--- config.mk ---
export PLATFORM = sky130hd
export DESIGN_NAME = pco_ie_tlv_parser
export DESIGN_NICKNAME = d
export VERILOG_FILES = /design/src/hw/rtl/pcoie_pkg.sv /design/src/hw/rtl/pco_ie_tlv_parser.sv /design/src/hw/rtl/pcoie_front.sv /design/src/hw/rtl/pcoie_queue.sv /design/src/hw/rtl/pcoie_back.sv
export SDC_FILE = /design/constraint.sdc
export NUM_CORES = 1
export LEC_CHECK = 0
export BUFFER_PORTS_ARGS = -buffer_cell sky130_fd_sc_hd__buf_4
export CAP_MARGIN = 40
export CORE_UTILIZATION = 30
export CTS_BUF_LIST = sky130_fd_sc_hd__clkbuf_4 sky130_fd_sc_hd__clkbuf_8
export DETAILED_ROUTE_END_ITERATION = 8
export GPL_TIMING_DRIVEN = 1
export SLEW_MARGIN = 40
export SYNTH_ARGS = -nofsm -noshare
export SYNTH_HDL_FRONTEND = slang
export SYNTH_SLANG_ARGS = --single-unit
--- constraint.sdc ---
create_clock -name clk_i -period 4.3 [get_ports clk_i]
set_input_delay 0.215 -clock clk_i [delete_from_list [all_inputs] [get_ports clk_i]]
set_output_delay 0.215 -clock clk_i [all_outputs]
set_load 0.02 [all_outputs]
--- src/hw/rtl/pcoie_pkg.sv ---
`timescale 1ns / 1ps
// Shared types and constants for the protocol configuration options element parser.
// Used by the front classifier, the item queue, the back parser and the top level.
package pcoie_pkg;

  // Container limit and the widths that follow from it.
  localparam int MaxContainers = 32;
  localparam int CountW        = $clog2(MaxContainers + 1);
  localparam int IdxW          = 6;

  // Queue between the front and the back.
  localparam int QDepth = 4;
  localparam int QAw    = $clog2(QDepth);

  // Header octet: bit 7 set, spare bits 6..3 clear.
  localparam logic [7:0] HdrSpareMask = 8'h78;

  // Output stream tdata width, padded to whole bytes.
  localparam int OutDataW = 48;

  typedef enum logic [2:0] {
    PH_IDLE = 3'd0,
    PH_LEN  = 3'd1,
    PH_HDR  = 3'd2,
    PH_CHI  = 3'd3,
    PH_CLO  = 3'd4,
    PH_CLEN = 3'd5,
    PH_DATA = 3'd6,
    PH_LEFT = 3'd7
  } phase_e;

  typedef enum logic [1:0] {
    KIND_OVERHEAD = 2'd0,
    KIND_CONTENT  = 2'd1,
    KIND_HEADER   = 2'd2
  } kind_e;

  typedef enum logic [2:0] {
    ERR_OK       = 3'd0,
    ERR_HEADER   = 3'd1,
    ERR_SHORT    = 3'd2,
    ERR_OVERRUN  = 3'd3,
    ERR_LEFTOVER = 3'd4,
    ERR_TOO_MANY = 3'd5
  } err_e;

  // One classified input beat as it travels through the queue.
  typedef struct packed {
    logic [7:0] data;
    logic       first;
    logic       typed;
    logic       last;
    logic       hdr_ok;
    logic [2:0] proto;
  } item_t;

endpackage

--- src/hw/rtl/pco_ie_tlv_parser.sv ---
`timescale 1ns / 1ps
// Protocol configuration options element parser, top level.
// Each accepted input beat passes the queue and then the output register.
// Throughput: one byte (one queued beat) per cycle unless the output side stalls.
// A four-entry queue lets the input side keep going while the output side stalls.
// Reset (rst_ni low, asynchronous) empties the queue and returns the parser to idle.
module pco_ie_tlv_parser import pcoie_pkg::*; (
  input  logic                clk_i,
  input  logic                rst_ni,
  input  logic                s_axis_tvalid_i,
  output logic                s_axis_tready_o,
  input  logic [7:0]          s_axis_tdata_i,  // [7:0] data_byte
  input  logic [1:0]          s_axis_tuser_i,  // [0] first, [1] has_type_byte
  input  logic                s_axis_tlast_i,  // last
  output logic                m_axis_tvalid_o,
  input  logic                m_axis_tready_i,
  // [7:0] content_byte, [23:8] container_id, [31:24] container_length,
  // [37:32] container_index, [40:38] protocol, [43:41] error_code, [47:44] zero
  output logic [OutDataW-1:0] m_axis_tdata_o,
  output logic [1:0]          m_axis_tuser_o,  // [1:0] kind
  output logic                m_axis_tlast_o   // element_done
);

  logic  q_full;
  logic  q_push;
  item_t q_in;
  logic  q_pop;
  logic  q_empty;
  item_t q_out;

  // Input classification.
  pcoie_front u_front (
    .in_valid_i (s_axis_tvalid_i),
    .in_ready_o (s_axis_tready_o),
    .data_i     (s_axis_tdata_i),
    .first_i    (s_axis_tuser_i[0]),
    .typed_i    (s_axis_tuser_i[1]),
    .last_i     (s_axis_tlast_i),
    .q_full_i   (q_full),
    .q_push_o   (q_push),
    .q_item_o   (q_in)
  );

  // Decoupling queue.
  pcoie_queue u_queue (
    .clk_i   (clk_i),
    .rst_ni  (rst_ni),
    .push_i  (q_push),
    .item_i  (q_in),
    .full_o  (q_full),
    .pop_i   (q_pop),
    .empty_o (q_empty),
    .item_o  (q_out)
  );

  // Element parser and output register.
  pcoie_back u_back (
    .clk_i       (clk_i),
    .rst_ni      (rst_ni),
    .q_empty_i   (q_empty),
    .q_item_i    (q_out),
    .q_pop_o     (q_pop),
    .out_valid_o (m_axis_tvalid_o),
    .out_ready_i (m_axis_tready_i),
    .kind_o      (m_axis_tuser_o),
    .done_o      (m_axis_tlast_o),
    .data_o      (m_axis_tdata_o)
  );

endmodule

--- src/hw/rtl/pcoie_front.sv ---
`timescale 1ns / 1ps
// Front end of the parser: takes input beats and classifies them.
// Depends on pcoie_pkg for the item type and header mask.
module pcoie_front import pcoie_pkg::*; (
  input  logic       in_valid_i,
  output logic       in_ready_o,
  input  logic [7:0] data_i,
  input  logic       first_i,
  input  logic       typed_i,
  input  logic       last_i,
  input  logic       q_full_i,
  output logic       q_push_o,
  output item_t      q_item_o
);

  // A beat is taken whenever the queue has room.
  assign in_ready_o = !q_full_i;
  assign q_push_o   = in_valid_i && !q_full_i;

  // Pre-decode the header octet checks so the back only selects.
  always_comb begin
    q_item_o.data   = data_i;
    q_item_o.first  = first_i;
    q_item_o.typed  = typed_i;
    q_item_o.last   = last_i;
    q_item_o.hdr_ok = data_i[7] && ((data_i & HdrSpareMask) == 8'h00);
    q_item_o.proto  = data_i[3:1];
  end

endmodule

--- src/hw/rtl/pcoie_queue.sv ---
`timescale 1ns / 1ps
// Short queue of classified beats between the front and the back.
// Depends on pcoie_pkg for the item type and depth.
module pcoie_queue import pcoie_pkg::*; (
  input  logic  clk_i,
  input  logic  rst_ni,
  input  logic  push_i,
  input  item_t item_i,
  output logic  full_o,
  input  logic  pop_i,
  output logic  empty_o,
  output item_t item_o
);

  item_t           mem_q [QDepth];
  logic [QAw-1:0]  wr_ptr_q, wr_ptr_d;
  logic [QAw-1:0]  rd_ptr_q, rd_ptr_d;
  logic [QAw:0]    count_q, count_d;

  assign full_o  = (count_q == (QAw+1)'(QDepth));
  assign empty_o = (count_q == '0);
  assign item_o  = mem_q[rd_ptr_q];

  // Pointer and fill count update.
  always_comb begin
    wr_ptr_d = push_i ? wr_ptr_q + 1'b1 : wr_ptr_q;
    rd_ptr_d = pop_i ? rd_ptr_q + 1'b1 : rd_ptr_q;
    count_d  = count_q;
    if (push_i && !pop_i) begin
      count_d = count_q + 1'b1;
    end else if (pop_i && !push_i) begin
      count_d = count_q - 1'b1;
    end
  end

  always_ff @(posedge clk_i or negedge rst_ni) begin
    if (!rst_ni) begin
      wr_ptr_q <= '0;
      rd_ptr_q <= '0;
      count_q  <= '0;
    end else begin
      wr_ptr_q <= wr_ptr_d;
      rd_ptr_q <= rd_ptr_d;
      count_q  <= count_d;
    end
  end

  // Storage needs no reset.
  always_ff @(posedge clk_i) begin
    if (push_i) begin
      mem_q[wr_ptr_q] <= item_i;
    end
  end

endmodule

--- src/hw/rtl/pcoie_back.sv ---
`timescale 1ns / 1ps
// Back end of the parser: walks the element state machine and registers results.
// Depends on pcoie_pkg for the phase, kind and error codes and the item type.
module pcoie_back import pcoie_pkg::*; (
  input  logic                clk_i,
  input  logic                rst_ni,
  input  logic                q_empty_i,
  input  item_t               q_item_i,
  output logic                q_pop_o,
  output logic                out_valid_o,
  input  logic                out_ready_i,
  output logic [1:0]          kind_o,
  output logic                done_o,
  output logic [OutDataW-1:0] data_o
);

  phase_e            phase_q, phase_d;
  logic [15:0]       elem_len_q, elem_len_d;
  logic [15:0]       left_q, left_d;
  logic              pending_q, pending_d;
  logic [15:0]       id_q, id_d;
  logic [7:0]        clen_q, clen_d;
  logic [7:0]        content_q, content_d;
  logic [CountW-1:0] count_q, count_d;
  logic [2:0]        proto_q, proto_d;

  logic              fin;
  err_e              err;
  kind_e             kind;
  logic [7:0]        cbyte;
  logic [15:0]       left_dec;
  logic [15:0]       len_full;
  logic [CountW-1:0] idx_full;

  logic              out_valid_q;
  kind_e             kind_q;
  logic              done_q;
  logic [OutDataW-1:0] data_q;

  // Advance when a beat waits and the output register is free or draining.
  assign q_pop_o  = !q_empty_i && (!out_valid_q || out_ready_i);
  assign left_dec = left_q - 16'd1;
  assign len_full = {elem_len_q[15:8], q_item_i.data};

  // Next state and result for the beat at the head of the queue.
  always_comb begin
    phase_d    = phase_q;
    elem_len_d = elem_len_q;
    left_d     = left_q;
    pending_d  = pending_q;
    id_d       = id_q;
    clen_d     = clen_q;
    content_d  = content_q;
    count_d    = count_q;
    proto_d    = proto_q;
    fin        = 1'b0;
    err        = ERR_OK;
    kind       = KIND_OVERHEAD;
    cbyte      = 8'h00;

    if (q_item_i.first) begin
      // A new element always restarts, dropping any open one.
      phase_d    = PH_LEN;
      elem_len_d = q_item_i.typed ? 16'h0000 : {q_item_i.data, 8'h00};
      pending_d  = !q_item_i.typed;
      left_d     = '0;
      id_d       = '0;
      clen_d     = '0;
      content_d  = '0;
      count_d    = '0;
      proto_d    = '0;
    end else begin
      case (phase_q)
        PH_LEN: begin
          if (!pending_q) begin
            elem_len_d = {q_item_i.data, 8'h00};
            pending_d  = 1'b1;
          end else begin
            elem_len_d = len_full;
            pending_d  = 1'b0;
            if (len_full == 16'h0000) begin
              fin = 1'b1;
              err = ERR_LEFTOVER;
            end else begin
              phase_d = PH_HDR;
            end
          end
        end
        PH_HDR: begin
          if (!q_item_i.hdr_ok) begin
            fin = 1'b1;
            err = ERR_HEADER;
          end else begin
            proto_d = q_item_i.proto;
            left_d  = elem_len_q - 16'd1;
          end
        end
        PH_CHI: begin
          left_d = left_dec;
          if (count_q >= CountW'(MaxContainers)) begin
            fin = 1'b1;
            err = ERR_TOO_MANY;
          end else begin
            count_d = count_q + 1'b1;
            id_d    = {q_item_i.data, 8'h00};
            clen_d  = '0;
            phase_d = PH_CLO;
          end
        end
        PH_CLO: begin
          left_d  = left_dec;
          id_d    = {id_q[15:8], q_item_i.data};
          phase_d = PH_CLEN;
        end
        PH_CLEN: begin
          left_d = left_dec;
          clen_d = q_item_i.data;
          kind   = KIND_HEADER;
          if ({8'h00, q_item_i.data} > left_dec) begin
            fin = 1'b1;
            err = ERR_OVERRUN;
          end else begin
            content_d = q_item_i.data;
            if (q_item_i.data != 8'h00) begin
              phase_d = PH_DATA;
            end
          end
        end
        PH_DATA: begin
          left_d    = left_dec;
          content_d = content_q - 8'd1;
          kind      = KIND_CONTENT;
          cbyte     = q_item_i.data;
        end
        PH_LEFT: begin
          left_d = left_dec;
          if (left_dec == 16'h0000) begin
            fin = 1'b1;
            err = ERR_LEFTOVER;
          end
        end
        default: begin
        end
      endcase

      // Container boundary: after the header octet, an empty container or
      // the last content byte, decide what the remaining bytes hold.
      if (!fin && ((phase_q == PH_HDR) ||
                   (phase_q == PH_CLEN && q_item_i.data == 8'h00) ||
                   (phase_q == PH_DATA && content_q == 8'd1))) begin
        if (left_d == 16'h0000) begin
          fin = 1'b1;
          err = ERR_OK;
        end else if (left_d < 16'd3) begin
          phase_d = PH_LEFT;
        end else begin
          phase_d = PH_CHI;
        end
      end
    end

    if (fin) begin
      phase_d = PH_IDLE;
    end

    // The buffer ran out while the element is still open.
    if (!fin && phase_d != PH_IDLE && q_item_i.last) begin
      fin     = 1'b1;
      err     = ERR_SHORT;
      phase_d = PH_IDLE;
    end
  end

  assign idx_full = (count_d != '0) ? count_d - 1'b1 : '0;

  // Parser state register.
  always_ff @(posedge clk_i or negedge rst_ni) begin
    if (!rst_ni) begin
      phase_q    <= PH_IDLE;
      elem_len_q <= '0;
      left_q     <= '0;
      pending_q  <= 1'b0;
      id_q       <= '0;
      clen_q     <= '0;
      content_q  <= '0;
      count_q    <= '0;
      proto_q    <= '0;
    end else if (q_pop_o) begin
      phase_q    <= phase_d;
      elem_len_q <= elem_len_d;
      left_q     <= left_d;
      pending_q  <= pending_d;
      id_q       <= id_d;
      clen_q     <= clen_d;
      content_q  <= content_d;
      count_q    <= count_d;
      proto_q    <= proto_d;
    end
  end

  // Output register valid flag.
  always_ff @(posedge clk_i or negedge rst_ni) begin
    if (!rst_ni) begin
      out_valid_q <= 1'b0;
    end else if (q_pop_o) begin
      out_valid_q <= 1'b1;
    end else if (out_ready_i) begin
      out_valid_q <= 1'b0;
    end
  end

  // Output payload, loaded with each result beat.
  always_ff @(posedge clk_i) begin
    if (q_pop_o) begin
      kind_q <= kind;
      done_q <= fin;
      data_q <= {4'h0, err, proto_d, IdxW'(idx_full), clen_d, id_d, cbyte};
    end
  end

  assign out_valid_o = out_valid_q;
  assign kind_o      = kind_q;
  assign done_o      = done_q;
  assign data_o      = data_q;

endmodule

# --- Word-level counts from Yosys, hierarchy flattened ---
# Memory sizes are Yosys's and may differ from the RTL's.
# Cells that the tools add are included.
totals:
  ff_bits: 132
  ram_bits: 60
  input_bits: 15
  out_inout_bits: 53
  elab_cells: 152
  n_memories: 1
classes:
  n_addsub: 9
  magnitude_cmp: 3
  n_eq_ne: 11
  muxes: 66
  bitwise: 1
  reduce_logical: 40
mem_list:
  columns: ["name", "words", "word_bits", "read_ports", "rd_ports_with_merged_regs", "wr", "line_no", "source"]
  rows:
  - ["u_queue.mem_q", 4, 15, 1, 0, 1, "pcoie_queue.sv:15", "item_t mem_q [QDepth];"]
ops:
  columns: ["cell", "n"]
  rows:
  - ["16-bit 2-to-1 mux", 9]
  - ["3-bit 2-to-1 mux", 22]
  - ["16-bit one-hot mux with 2 select lines", 2]
  - ["16-bit logical NOT", 3]
  - ["8-bit 2-to-1 mux", 4]
  - ["8-bit one-hot mux with 2 select lines", 2]
  - ["16-bit by 1-bit subtractor with 16-bit output (second input constant)", 2]
  - ["1-bit 2-to-1 mux", 18]
  - ["6-bit 2-to-1 mux", 3]
  - ["8-bit by 16-bit greater-than comparator with 1-bit output", 1]
  - ["8-bit logical NOT", 2]
  - ["16-bit by 2-bit < comparator with 1-bit output (second input constant)", 1]
  - ["3-bit equality test (second input constant)", 5]
  - ["3-bit one-hot mux with 5 select lines", 1]
  - ["3-bit one-hot mux with 4 select lines", 1]
  - ["1-bit logical AND", 10]
  - ["8-bit by 1-bit equality test with 1-bit output (second input constant)", 1]
  - ["1-bit logical NOT", 8]
  - ["8-bit nonzero test", 1]
  - ["8-bit by 1-bit subtractor with 8-bit output (second input constant)", 1]
  - ["6-bit by 1-bit adder with 6-bit output (second input constant)", 1]
  - ["3-bit by 2-bit equality test with 1-bit output (second input constant)", 2]
  - ["6-bit >= comparator (second input constant)", 1]
  - ["3-bit AND reduction", 2]
  - ["other kinds (19)", 27]

# --- Logic depth before layout (Yosys ltp) ---
# An unclocked memory read counts as a cell.
depth:
  depth_word: 15
  mapped_depth: 15
  mapped_depth_nobuf: 14

# --- Hierarchy ---
# Synthesis repeated with hierarchy kept, for this count alone.
unflattened:
  hier_cells: 943
  area_unflattened_um2: 9819.4
by_module_without_submodules:
  columns: ["mod", "instances", "cells_per_inst", "area_per_inst_um2", "seq_area_each_um2"]
  rows:
  - ["pcoie_back", 1, 812, 7094.3, 3363.2]
  - ["pcoie_queue", 1, 113, 2597.5, 1976.9]
  - ["pcoie_front", 1, 18, 127.6, 0.0]

# --- Least setup slack after synthesis ---
# OpenSTA, ideal clock, no wires.
synth_timing:
  path_type: "register to register"
  start: "reg u_back.left_q[2]"
  end: "reg u_back.data_q[42] (netlist: u_back.data_o[42]), data pin"
  setup_time_ps: 259
  arrival_time_ps: 3257
  required_time_ps: 4041
  slack_ps: 784
  stages_incl_launch_ff: 14
  period_less_slack_ps: 3516
  cell_sequence: "dfrtp_1 -> buf_6 -> or4_4 -> nor3_2 -> xnor2_1 -> ha_1 -> inv_1 -> o41a_2 -> o31a_1 -> nor4_4 -> nor3_4 -> and3_1 -> o31ai_2 -> o2bb2ai_1"
synth_between:
  elab_chain_len: 13
synth_lines:
  columns: ["element", "line_no", "source"]
  rows:
  - ["start, declared", "pcoie_back.sv:19", "logic [15:0] left_q, left_d;"]
  - ["start signal, assigned", "pcoie_back.sv:191", "left_q <= left_d;"]
  - ["16-bit by 1-bit subtractor with 16-bit output", "pcoie_back.sv:42", "assign left_dec = left_q - 16'd1;"]
  - ["8-bit by 16-bit greater-than comparator with 1-bit output or 16-bit logical NOT (tied branches)", "pcoie_back.sv:119, pcoie_back.sv:137", null]
  - ["1-bit 2-to-1 mux (on tied branches)", "pcoie_back.sv:119, pcoie_back.sv:137", null]
  - ["1-bit one-hot mux with 5 select lines", "pcoie_back.sv:73", "case (phase_q)"]
  - ["1-bit 2-to-1 mux", "pcoie_back.sv:61", "if (q_item_i.first) begin"]
  - ["1-bit logical NOT", "pcoie_back.sv:148", "if (!fin && ((phase_q == PH_HDR) ||"]
  - ["1-bit logical AND", "pcoie_back.sv:148", null]
  - ["3-bit 2-to-1 mux or 1-bit 2-to-1 mux (tied branches)", "pcoie_back.sv:148", null]
  - ["3-bit 2-to-1 mux or 1-bit 2-to-1 mux (tied branches)", "pcoie_back.sv:61", null]
  - ["3-bit 2-to-1 mux", "pcoie_back.sv:162", "if (fin) begin"]
  - ["3-bit nonzero test", "pcoie_back.sv:167", "if (!fin && phase_d != PH_IDLE && q_item_i.last) begin"]
  - ["1-bit logical AND (2 in a row)", "pcoie_back.sv:167", null]
  - ["end signal, assigned", "pcoie_back.sv:217", "data_q <= {4'h0, err, proto_d, IdxW'(idx_full), clen_d, id_d, cbyte};"]
  - ["end, declared", "pcoie_back.sv:38", "logic [OutDataW-1:0] data_q;"]
# Several ways; a longest one is shown, not always the timed one. The select of a mux whose other input is x is not followed.
# A chain may end at the register's enable or synchronous reset.

# --- Final worst setup path ---
# Ends and elaborated chain as after synthesis.

==> impl_metrics.yaml <==
clock_network:
  cts.sinks: 180
  cts_tree: "yes"
  root_buffer: "clkbuf_8"
  postCtsResizedCells: 0
  clk_pin_slew_worst_paths_ns: 0.11
  numCtsBuffers: 17
  clk_latency_ns: 0.49
  clock_path_buffers: 2
  htreeDepth: 4
timing:
  finClkSkew_ns: 0.02046
  finalWorstSetupSlack_ns: 0.4339
  rsz0062_at_grt: "no"
  worstMarginPinSlew_ns: 0.8044
  fin_tns_setup_ns: 0
  setup_viol: 0
  max_freq_mhz: 258.7
  period_needed_ns: 3.866
  drv_slew: 0
  finalHoldViolations: 0
  period_share_pct: 89.91
  maxSlewHeadroom_pct: 46.37
logic_synthesis:
  ys_types: 82
  synth-main-ff-cell: "edfxtp_1"
  ys_ff_latch: 180
  synth_cells: 917
  seq_area_frac_synth_pct: 52.57
  synth_top_area_share_pct: 30.11
  syn_area_um2: 9473
  synth_most_common_cell: "nand2_1"
  yosysWarningCount: 0
  synth.avg_cell_area_um2: 10.33
  synth_enable_flop_cells: 95
  synth_top_area_cell: "edfxtp_1"
  synth.area.top_cells: "edfxtp_1, dfrtp_1, nand2_1, nor2_1, mux4_2"
  synth_commonest_cells: "nand2_1, edfxtp_1, dfrtp_1, nor2_1, o21ai_0"
  async_reset_ff_share_pct: 47.22
routing:
  totalWireLength_um: 24720
  ant_nets: 0
  drc_errors: 4
  drt_iter0_drc: 572
  wl_per_cell_um: 17.89
  vias: 7286
  vias_per_cell: 5.272
  first_pass_iters: 7
floorplan:
  dieArea_um2: 32290
  core_region_area_um2: 30830
  pin_count: 68
  rows: 64
  die_y_um: 179.7
  fp.dieW_um: 179.7
  start_util_pct: 30.73
worst_setup_path:
  r2r_setup_slack_ns: 0.43
  path_class: "reg2reg"
  required_ns: 4.53
  cp-end-kind: "register"
  rr_endpoint: "u_back.data_o[42]"
  cp-start-kind: "register"
  r2r_cells: 12
  cp_max_fo: 10
  r2r_start: "u_back.left_q[2]"
  crit_arrival_ns: 4.10
place:
  routabilityCongestion: 0.9383
  place_inst: 1337
  dp_hpwl_um: 16990
  dp_slack_ns: 0.4970
  portBuffers: 63
power:
  vdd_drop_max_uv: 464.1
  p_int_mw: 4.519
  pwr-share-clk_pct: 13.4
  switchingPower_mw: 4.191
  p_per_area_nw_per_um2: 803.6
  p_comb_share_pct: 55.9
  leakage_nw: 4.415
  seqPwrFrac_pct: 30.6
  total_power_mw: 8.709
  sw_frac_of_total_pct: 48.12
global_routing:
  grt_usage_pct: 15.58
  grt_pass1_wl_um: 39490
  overflow: 0
  grt_max_degree: 60
  grt_antenna_before_repair: 0
  grt_pass1_vias: 7131
cells_and_area:
  layoutNonFillerInstCount: 1382
  syn_to_final_growth_pct: 14.41
  n_antenna_cell: 0
  drive_gt1_share_pct: 17.44
  fillers: 3038
  final_nets: 1010
worst_hold_path:
  min_path_type: "in2reg"
  hold_start: "s_axis_tvalid_i"
  min_to: "u_queue.wr_ptr_q[0]"
  min_delay_path_depth: 3
flow_run:
  cap_viol_max_count: 0
outcome:
  status: "finished with violations"
  failed_checks: "design-rule violations"
[cell type report]
class / count / area (um2) / share of cell area, %
multi-input cells: 646 / 4075 / 37.60
repair buffers: 101 / 790.8 / 7.296
well taps: 396 / 495.5 / 4.572
flip-flops and latches: 180 / 4980 / 45.95
clock inverters: 15 / 161.4 / 1.489
clock buffers: 17 / 234.0 / 2.159
inverters: 27 / 101.3 / 0.9351
[per-stage QoR]
step	util [%]	cell area (um2)	hold WS, ns
6_report	35.15	10840	0.1930
3_3_place_gp	33.45	10310	0.2467
4_1_cts	35.15	10840	0.1626
2_1_floorplan	-	9484	-0.08059
3_5_place_dp	33.45	10310	0.2432
5_1_grt	35.15	10840	0.2403
[how the worst max path moves through the flow]
stage / startpoint / endpoint / slack (ns) / depth (start not counted)
final: u_back.left_q[2] / u_back.data_o[42] / 0.43 / 12
after global routing: u_back.left_q[2] / u_back.done_o / 0.24 / 12
after detailed placement: u_back.left_q[2] / u_back.data_o[42] / 0.50 / 12
after floorplan: u_back.left_q[2] / u_back.data_o[42] / 0.78 / 13
after global placement: u_queue.rd_ptr_q[0] / u_back.data_o[42] / 0.46 / 9
after CTS: u_back.left_q[2] / u_back.data_o[42] / 0.47 / 12
[flip-flops by register name (all words and copies together) (netlist names), 3 cells and up]
| signal | flops |
|---|---|
| u_back.data_o | 44 |
| u_back.id_q | 16 |
| u_back.elem_len_q | 16 |
| u_back.count_q | 6 |
| u_back.phase_q | 3 |
| u_back.content_q | 8 |
| u_back.clen_q | 8 |
| u_queue.count_q | 3 |
| u_queue.mem_q | 48 |
| u_back.proto_q | 3 |
| u_back.left_q | 16 |
[cell families (layout without fill, tap and decap cells)]
| group | Yosys count | in the layout | synth area share [%] |
|---|---|---|---|
| AOI/OAI and AO/OA | 200 | 200 | 14.53 |
| xor gates and xnor gates | 26 | 26 | 2.549 |
| adders and majority gates | 22 | 22 | 2.985 |
| buffers and inverters | 94 | 160 | 4.583 |
| DFF | 180 | 180 | 52.57 |
| muxes | 18 | 18 | 3.500 |
| other | 1 | 4 | 0.03959 |
| and+or+nand+nor | 376 | 376 | 19.24 |
[power by group through the flow]
stage	Clock [mW]	Sequential, mW	Combinational, mW
after floorplan	0	2.66	3.48
after global placement	0	2.69	4.79
after detailed placement	0	2.70	4.79
after CTS	1.20	2.66	4.82
after global routing	1.27	2.73	5.28
final	1.17	2.67	4.87
[routing by layer]
layer	vias up	part of all wire, %	global-route usage, %	wire length, um
met5	-	0	0	0
met1	3585	46	20.97	11450
met3	46	4.8	2.634	1189
li1	3414	-	-	-
met2	241	47	25.19	11500
met4	0	2.4	5.724	581
[critical path, cell delays in order (launching register included)]
cell	delay, ns
dfrtp_1	0.50
or4_4	0.63
nor3_2	0.15
xnor2_1	0.14
ha_1	0.39
inv_1	0.06
o41a_2	0.47
o31a_1	0.16
nor4_4	0.48
nor3_4	0.11
and3_1	0.17
o31ai_2	0.27
o2bb2ai_1	0.09
[layout by cell type (no fill, tap or decap), types with 12 or more instances in the layout]
master	count
nor3_1	25
o21ai_0	46
inv_1	26
edfxtp_1	95
dfrtp_1	85
xnor2_1	12
dlygate4sd3_1	13
mux4_2	12
nand3_1	13
clkbuf_8	17
nand2_1	158
nor2_1	78
buf_4	88
nor4_1	13
ha_1	21
a21oi_1	38
a22oi_1	16
xor2_1	13
[what timing repair did]
action / CTS / global route
endpoints found under the hold margin: 84 / 0
hold buffers: 13 / 0
setup buffers: 0 / 0
No activity file was read; power rests on OpenSTA's default activity.
